--- src/rtl/beq_pkg.sv ---
// Shared constants, codes, command struct and saturation helpers for the
// cascaded biquad equalizer. No dependencies; used by every rtl file.
package beq_pkg;

    // Fixed field widths and sizes
    localparam int CHANNELS       = 8;
    localparam int BANDS          = 3;
    localparam int SAMPLE_BITS    = 24;
    localparam int COEF_FRAC_BITS = 27;
    localparam int COEF_BITS      = 32;
    localparam int DELAY_BITS     = 40;
    localparam int CHAN_BITS      = 3;
    localparam int CMD_BITS       = 2;
    localparam int CIDX_FIELD_BITS = 4;

    // Coefficients per band: b0, b1, b2, a1, a2
    localparam int NPOS      = 5;
    localparam int NCOEF     = BANDS * NPOS;
    localparam int CIDX_BITS = (NCOEF > 1) ? $clog2(NCOEF) : 1;
    localparam int ROWS      = CHANNELS * BANDS;
    localparam int ROW_BITS  = (ROWS > 1) ? $clog2(ROWS) : 1;
    localparam int BAND_BITS = (BANDS > 1) ? $clog2(BANDS) : 1;
    localparam int POS_BITS  = 3;

    // Datapath widths
    localparam int PROD_BITS = COEF_BITS + SAMPLE_BITS;
    localparam int RND_BITS  = PROD_BITS - COEF_FRAC_BITS;
    localparam int ACC_BITS  = DELAY_BITS + 2;

    // Stream packing
    localparam int S_TDATA_BITS =
        ((SAMPLE_BITS + CIDX_FIELD_BITS + COEF_BITS + 7) / 8) * 8;
    localparam int S_TUSER_BITS = CMD_BITS + CHAN_BITS;
    localparam int M_TDATA_BITS = ((SAMPLE_BITS + 7) / 8) * 8;
    localparam int M_TUSER_BITS = CHAN_BITS;

    // Command codes
    localparam logic [CMD_BITS-1:0] CMD_PROC  = 2'd0;
    localparam logic [CMD_BITS-1:0] CMD_COEF  = 2'd1;
    localparam logic [CMD_BITS-1:0] CMD_CLEAR = 2'd2;

    // Coefficient positions within a band
    localparam logic [POS_BITS-1:0] POS_B0 = 3'd0;
    localparam logic [POS_BITS-1:0] POS_B1 = 3'd1;
    localparam logic [POS_BITS-1:0] POS_B2 = 3'd2;
    localparam logic [POS_BITS-1:0] POS_A1 = 3'd3;
    localparam logic [POS_BITS-1:0] POS_A2 = 3'd4;

    // Datapath step codes: what to do with the product in flight
    localparam int STEP_BITS = 3;
    localparam logic [STEP_BITS-1:0] STEP_NONE = 3'd0;
    localparam logic [STEP_BITS-1:0] STEP_Y    = 3'd1;
    localparam logic [STEP_BITS-1:0] STEP_ACC1 = 3'd2;
    localparam logic [STEP_BITS-1:0] STEP_N1   = 3'd3;
    localparam logic [STEP_BITS-1:0] STEP_ACC2 = 3'd4;
    localparam logic [STEP_BITS-1:0] STEP_N2   = 3'd5;

    typedef struct packed {
        logic                  load;
        logic                  coef_wr;
        logic                  clear;
        logic                  mul_en;
        logic [POS_BITS-1:0]   pos;
        logic                  mul_y;
        logic [BAND_BITS-1:0]  band;
        logic                  rd_en;
        logic [STEP_BITS-1:0]  step;
        logic [BAND_BITS-1:0]  wr_band;
        logic                  out_load;
    } beq_cmd_t;

    function automatic logic signed [SAMPLE_BITS-1:0] sat_sample(
        input logic signed [ACC_BITS-1:0] v
    );
        logic [ACC_BITS-SAMPLE_BITS:0] top;
        top = v[ACC_BITS-1:SAMPLE_BITS-1];
        if ((&top) || !(|top))
            return v[SAMPLE_BITS-1:0];
        else if (v[ACC_BITS-1])
            return {1'b1, {(SAMPLE_BITS-1){1'b0}}};
        else
            return {1'b0, {(SAMPLE_BITS-1){1'b1}}};
    endfunction

    function automatic logic signed [DELAY_BITS-1:0] sat_delay(
        input logic signed [ACC_BITS-1:0] v
    );
        logic [ACC_BITS-DELAY_BITS:0] top;
        top = v[ACC_BITS-1:DELAY_BITS-1];
        if ((&top) || !(|top))
            return v[DELAY_BITS-1:0];
        else if (v[ACC_BITS-1])
            return {1'b1, {(DELAY_BITS-1){1'b0}}};
        else
            return {1'b0, {(DELAY_BITS-1){1'b1}}};
    endfunction

endpackage

--- src/rtl/beq_ctrl.sv ---
// Sequencer for the equalizer: accepts items and steps the shared
// multiplier through five products per band. Depends on beq_pkg.
module beq_ctrl (
    input  logic                             clk,
    input  logic                             rst_n,
    input  logic                             in_valid,
    output logic                             in_ready,
    input  logic [beq_pkg::CMD_BITS-1:0]     cmd,
    input  logic [beq_pkg::CHAN_BITS-1:0]    channel,
    input  logic                             out_free,
    output beq_pkg::beq_cmd_t                ctl
);

    localparam logic [2:0] S_IDLE  = 3'd0;
    localparam logic [2:0] S_FIRST = 3'd1;
    localparam logic [2:0] S_B1    = 3'd2;
    localparam logic [2:0] S_A1    = 3'd3;
    localparam logic [2:0] S_B2    = 3'd4;
    localparam logic [2:0] S_A2    = 3'd5;
    localparam logic [2:0] S_LAST  = 3'd6;
    localparam logic [2:0] S_PUT   = 3'd7;

    localparam logic [beq_pkg::BAND_BITS-1:0] LAST_BAND =
        beq_pkg::BAND_BITS'(beq_pkg::BANDS - 1);

    logic [2:0]                      state_reg, state_next;
    logic [beq_pkg::BAND_BITS-1:0]   band_reg, band_next;
    logic                            chan_ok;

    assign chan_ok  = (int'(channel) < beq_pkg::CHANNELS);
    assign in_ready = (state_reg == S_IDLE);

    always_comb
    begin
        state_next  = state_reg;
        band_next   = band_reg;
        ctl         = '0;
        ctl.band    = band_reg;
        ctl.wr_band = band_reg;
        ctl.step    = beq_pkg::STEP_NONE;
        case (state_reg)
            S_IDLE:
            begin
                if (in_valid)
                begin
                    case (cmd)
                        beq_pkg::CMD_PROC:
                        begin
                            if (chan_ok)
                            begin
                                ctl.load   = 1'b1;
                                band_next  = '0;
                                state_next = S_FIRST;
                            end
                        end
                        beq_pkg::CMD_COEF:  ctl.coef_wr = 1'b1;
                        beq_pkg::CMD_CLEAR: ctl.clear   = 1'b1;
                        default: ;
                    endcase
                end
            end
            S_FIRST:
            begin
                ctl.mul_en = 1'b1;
                ctl.pos    = beq_pkg::POS_B0;
                ctl.rd_en  = 1'b1;
                state_next = S_B1;
            end
            S_B1:
            begin
                ctl.step   = beq_pkg::STEP_Y;
                ctl.mul_en = 1'b1;
                ctl.pos    = beq_pkg::POS_B1;
                state_next = S_A1;
            end
            S_A1:
            begin
                ctl.step   = beq_pkg::STEP_ACC1;
                ctl.mul_en = 1'b1;
                ctl.pos    = beq_pkg::POS_A1;
                ctl.mul_y  = 1'b1;
                state_next = S_B2;
            end
            S_B2:
            begin
                ctl.step   = beq_pkg::STEP_N1;
                ctl.mul_en = 1'b1;
                ctl.pos    = beq_pkg::POS_B2;
                state_next = S_A2;
            end
            S_A2:
            begin
                ctl.step   = beq_pkg::STEP_ACC2;
                ctl.mul_en = 1'b1;
                ctl.pos    = beq_pkg::POS_A2;
                ctl.mul_y  = 1'b1;
                state_next = S_LAST;
            end
            S_LAST:
            begin
                ctl.step = beq_pkg::STEP_N2;
                if (band_reg != LAST_BAND)
                begin
                    // start the next band on this band's output
                    ctl.band   = band_reg + 1'b1;
                    ctl.mul_en = 1'b1;
                    ctl.pos    = beq_pkg::POS_B0;
                    ctl.mul_y  = 1'b1;
                    ctl.rd_en  = 1'b1;
                    band_next  = band_reg + 1'b1;
                    state_next = S_B1;
                end
                else
                begin
                    state_next = S_PUT;
                end
            end
            S_PUT:
            begin
                if (out_free)
                begin
                    ctl.out_load = 1'b1;
                    state_next   = S_IDLE;
                end
            end
            default: state_next = S_IDLE;
        endcase
    end

    always_ff @(posedge clk or negedge rst_n)
    begin
        if (!rst_n)
        begin
            state_reg <= S_IDLE;
            band_reg  <= '0;
        end
        else
        begin
            state_reg <= state_next;
            band_reg  <= band_next;
        end
    end

endmodule

--- config.mk ---
export PLATFORM = sky130hd
export DESIGN_NAME = beq_ctrl
export DESIGN_NICKNAME = d
export VERILOG_FILES = /design/src/rtl/beq_pkg.sv /design/src/rtl/beq_ctrl.sv
export SDC_FILE = /design/constraint.sdc
export NUM_CORES = 1
export LEC_CHECK = 0
export BUFFER_PORTS_ARGS = -buffer_cell sky130_fd_sc_hd__buf_2
export CAP_MARGIN = 20
export CORE_AREA = 3 3 40 42
export CTS_CLUSTER_SIZE = 16
export DETAILED_ROUTE_END_ITERATION = 10
export DIE_AREA = 0 0 43 45
export SLEW_MARGIN = 15
export SYNTH_ARGS = -nofsm -noshare
export SYNTH_HDL_FRONTEND = slang
export SYNTH_SLANG_ARGS = --single-unit
--- constraint.sdc ---
create_clock -name clk -period 1.91 [get_ports clk]
set_input_delay 0.0955 -clock clk [delete_from_list [all_inputs] [get_ports clk]]
set_output_delay 0.0955 -clock clk [all_outputs]
set_load 0.005 [all_outputs]
* Yosys cells after proc, flatten, opt, wreduce, memory -nomap -nowiden
Cells that the tools add are included.
Storage, ports and cells: register bits 5, bits in latches 0, RAM bits 0, ROM bits 0, bits of input ports 9, output and inout bits 18, word-level logic and storage cells 45, memories kept 0
Operators by class: $add $sub $neg 1, multipliers 0, divide/modulo/power cells 0, order comparisons 0, equality and inequality tests 14, shifts and indexed selects 0, multiplexer cells 22, bitwise logic cells 0, reductions and logical operators 6
Operator list (number):
- 3-bit case mux with 8 select lines | 1
- 4-bit case mux with 6 select lines | 1
- 3-bit two-way mux | 6
- 3-bit case mux with 5 select lines | 1
- 3-bit equality test, second input constant | 4
- 2-bit two-way mux | 4
- 8-bit two-way mux | 1
- 2-bit inequality test, second input constant | 4
- 3-bit by 2-bit equality test with 1-bit output, second input constant | 2
- 1-bit two-way mux | 5
- 1-bit case mux with 2 select lines | 2
- 2-bit case mux with 2 select lines | 1
- 4-bit AND reduction | 1
- 3-bit by 1-bit equality test with 1-bit output, second input constant | 1
- 3-bit zero test | 1
- 3-bit AND reduction | 1
- 2-bit by 1-bit adder with 2-bit output, second input constant | 1
- 2-bit by 1-bit equality test with 1-bit output, second input constant | 1
- 2-bit equality test, second input constant | 1
- 2-bit zero test | 1
- 2-bit by 1-bit inequality test with 1-bit output, second input constant | 1
- 2-bit nonzero test | 1
- 2-bit OR reduction | 1

* Logic depth before layout (Yosys ltp)
depth in word-level cells 4, gate-level depth with buffers 5, mapped depth without buffers 5

* Worst setup path before layout
No wires, ideal clock.
path kind reg2reg, start point register band_reg[0] (netlist bit), end point register band_reg[0] (netlist bit), library setup time 127 ps, arrival time 1121 ps, required time 1783 ps, slack 662 ps, cell stages (with the launch flop) 6, path buffers 0, clock period less this slack 1248 ps, cell sequence dfrtp_1 inv_1 ha_1 nand4bb_1 o211ai_1 o21ai_1
Between the ends: word-level cells in the longest chain between the ends 3, elaborated cells on any way between the ends 6, those cells by class 1 x add/sub; 2 x eq/ne; 2 x mux; 1 x reduce/logical
Ends and longest elaborated chain:
- start, declared | line beq_ctrl.sv:27 | logic [beq_pkg::BAND_BITS-1:0] band_reg, band_next;
- start signal, assigned | line beq_ctrl.sv:140 | band_reg <= band_next;
- 2-bit by 1-bit adder with 2-bit output / 2-bit inequality test (equally long branches) | line beq_ctrl.sv:110, beq_ctrl.sv:102
- 2-bit two-way mux / 2-bit inequality test (equally long branches)
- 2-bit case mux with 2 select lines / 4-bit AND reduction (equally long branches)
Several ways; a longest one is shown, not always the timed one. The select of a mux whose other input is x is not followed. A chain may end at the register's enable or synchronous reset.

==> results.json <==
{
  "core_um2": 1280,
  "crit_type": "flop to output port",
  "worst-path-buf-inv": 2,
  "initial_core_util": 0.340,
  "die_w_um": 43,
  "largest_reg_flops": 3,
  "combPwrFrac": 0.609,
  "area_delta_synth_final_pct": 34.4,
  "worstPathRequired_ns": 1.81,
  "hold_viol": 0,
  "status": "completed",
  "routedWlPerCell_um": 10.1,
  "grt_setup_unrepaired": "false",
  "clkSinkCount": 5,
  "ios": 27,
  "min_period_ns": 1.67,
  "slew_headroom": 0.745,
  "mostFrequentLayoutCell": "buf_2",
  "fin_util": 0.457,
  "p_sw_mw": 0.446,
  "rows": 13,
  "fin_skew_ns": 0.00221,
  "synthCells": 56,
  "gp_routability_congestion": 0.740,
  "synth_nets": 67,
  "synth_area_per_cell_um2": 7.80,
  "mostFrequentLayoutCells": "buf_2 (23), nor2_1 (5), nand2_1 (5), inv_1 (5), dfrtp_1 (5)",
  "critPathSlowestCell": "dfrtp_1",
  "yosys_warnings": 0,
  "sequentialPowerShare": 0.273,
  "cts_setup_buffers": 0,
  "hp-class": "input port to flop",
  "io_buffers": 23,
  "r2r_slack_ns": 0.52,
  "ctsHoldBuffers": 1,
  "antenna_found_initial": 0,
  "numCtsBuffers": 3,
  "p_per_area_nw_per_um2": 1700,
  "vias": 453,
  "drtPass1Iterations": 4,
  "ir_worst_vdd_mv": 0.631,
  "holdWs_ns": 0.186,
  "grt-ovfl-total": 0,
  "drive_gt1_frac": 0.358,
  "worst_hold_path.num_cells": 4,
  "via_per_inst": 4.72,
  "cpPeakStageDelay_ns": 0.51,
  "tns_ns": 0,
  "min_from": "out_free",
  "path_cells": "or3_4 -> inv_2 -> and4b_1 -> buf_2",
  "synth_ff_type": "dfrtp_1",
  "fill_cells": 144,
  "drt-total-wl_um": 966,
  "crit_path_start_kind": "flop",
  "grt_pass1_vias": 421,
  "cts_tree": "built",
  "r2r_start": "band_reg[0]",
  "cts_resized": 0,
  "drv_slew": 0,
  "ys_types": 30,
  "cp_data_arrival_time_ns": 1.57,
  "worst-r2r-cell-count": 5,
  "worst_slew_pin_slew_ns": 0.382,
  "rr_endpoint": "band_reg[0]",
  "grt_use_total": 0.119,
  "cp-end-kind": "output port",
  "hold-path-endpoint": "state_reg[2]",
  "p_sw_frac": 0.447,
  "grt_pass1_wl_um": 1720,
  "path_clk_slew_ns": 0.04,
  "fin_nets": 93,
  "max_freq_ghz": 0.600,
  "cts.root.buffer_cell": "clkbuf_4",
  "h-tree-depth": 1,
  "clk_latency_ns": 0.23,
  "clockPowerShare": 0.117,
  "intPower_mw": 0.552,
  "die_h_um": 45,
  "hpwl_um": 778,
  "synth.yosys.seq_area_share": 0.287,
  "drc": 0,
  "crit_path_max_fanout": 14,
  "clockBufferDepth": 2,
  "final-setup-viol-count": 0,
  "synth_edf_count": 0,
  "die_area_um2": 1940,
  "critical-path-top-delay-family": "simple AND/OR/NAND/NOR gates",
  "grt_max_degree": 15,
  "p_leak_nw": 0.337,
  "antenna_cells": 0,
  "synth-seq-cells": 5,
  "antenna_left": 0,
  "cap_violations": 0,
  "async_flop_share": 1.00,
  "drt-initial-drc-count": 6,
  "syn-cell-area_um2": 437,
  "post-route-period-util": 0.872
}
-- synth_stat cells (all sizes together) (2+ instances only) --
master	instances	area, µm²
a21o	3	22.5
a21oi	2	10.0
buf	3	20.0
dfrtp	5	125
ha	2	25.0
inv	6	22.5
nand2	5	18.8
nand2b	2	12.5
nor2	6	25.0
nor3	2	10.0
o21ai	5	25.0
-- through the flow --
step / area, µm² / worst slack [ns] / std cells / power, mW
2_1_floorplan: 437 / 0.662 / 56 / 0.674
5_1_grt: 587 / 0.139 / 96 / 1.13
3_3_place_gp: 551 / 0.492 / 91 / 0.889
4_1_cts: 587 / 0.228 / 96 / 1.02
3_5_place_dp: 551 / 0.490 / 91 / 0.895
6_report: 587 / 0.245 / 96 / 0.998
-- routing by layer --
| metal | vias to the layer above | routed length, µm | global-route usage |
|---|---|---|---|
| li1 | 244 | - | - |
| met1 | 199 | 437 | 0.152 |
| met2 | 10 | 467 | 0.174 |
| met3 | 0 | 61 | 0.0279 |
| met4 | 0 | 0 | 0.0904 |
| met5 | - | 0 | 0 |
-- layout make-up --
| cell class | instances | area [µm²] | area share |
|---|---|---|---|
| clock buffer | 4 | 26.3 | 0.0448 |
| inverter | 6 | 22.5 | 0.0384 |
| multi-input combinational | 42 | 269 | 0.458 |
| sequential | 5 | 125 | 0.213 |
| tap | 15 | 18.8 | 0.0320 |
| timing repair buffer | 24 | 125 | 0.213 |
-- kinds of logic after synthesis --
family | Yosys count | share of synthesized area
flops | 5 | 0.287
fa+ha+maj | 2 | 0.0573
mux | 1 | 0.0258
buf+inv | 9 | 0.0974
simple gates | 24 | 0.318
compound gates | 15 | 0.215
-- power groups by stage --
stage / combinational [mW] / sequential, mW / clock [mW]
after CTS: 0.626 / 0.272 / 0.125
after floorplan: 0.471 / 0.203 / 0
after detailed placement: 0.622 / 0.273 / 0
final: 0.608 / 0.273 / 0.117
after global placement: 0.614 / 0.275 / 0
after global routing: 0.700 / 0.291 / 0.139
-- worst min-delay path: stages --
cell,delay (ns)
buf_2,0.09
nand3_1,0.07
nand2_1,0.06
a22oi_1,0.06
-- worst max-delay path by stage --
| stage | from | end | cells past startpoint |
|---|---|---|---|
| floorplan | band_reg[0] | band_reg[0] | 5 |
| global placement | state_reg[2] | ctl[15] | 4 |
| detailed placement | state_reg[2] | ctl[15] | 4 |
| CTS | state_reg[2] | ctl[15] | 4 |
| global route | state_reg[2] | ctl[15] | 4 |
| finish | state_reg[2] | ctl[15] | 4 |
Note: power is estimated with default switching activity, not from simulation.
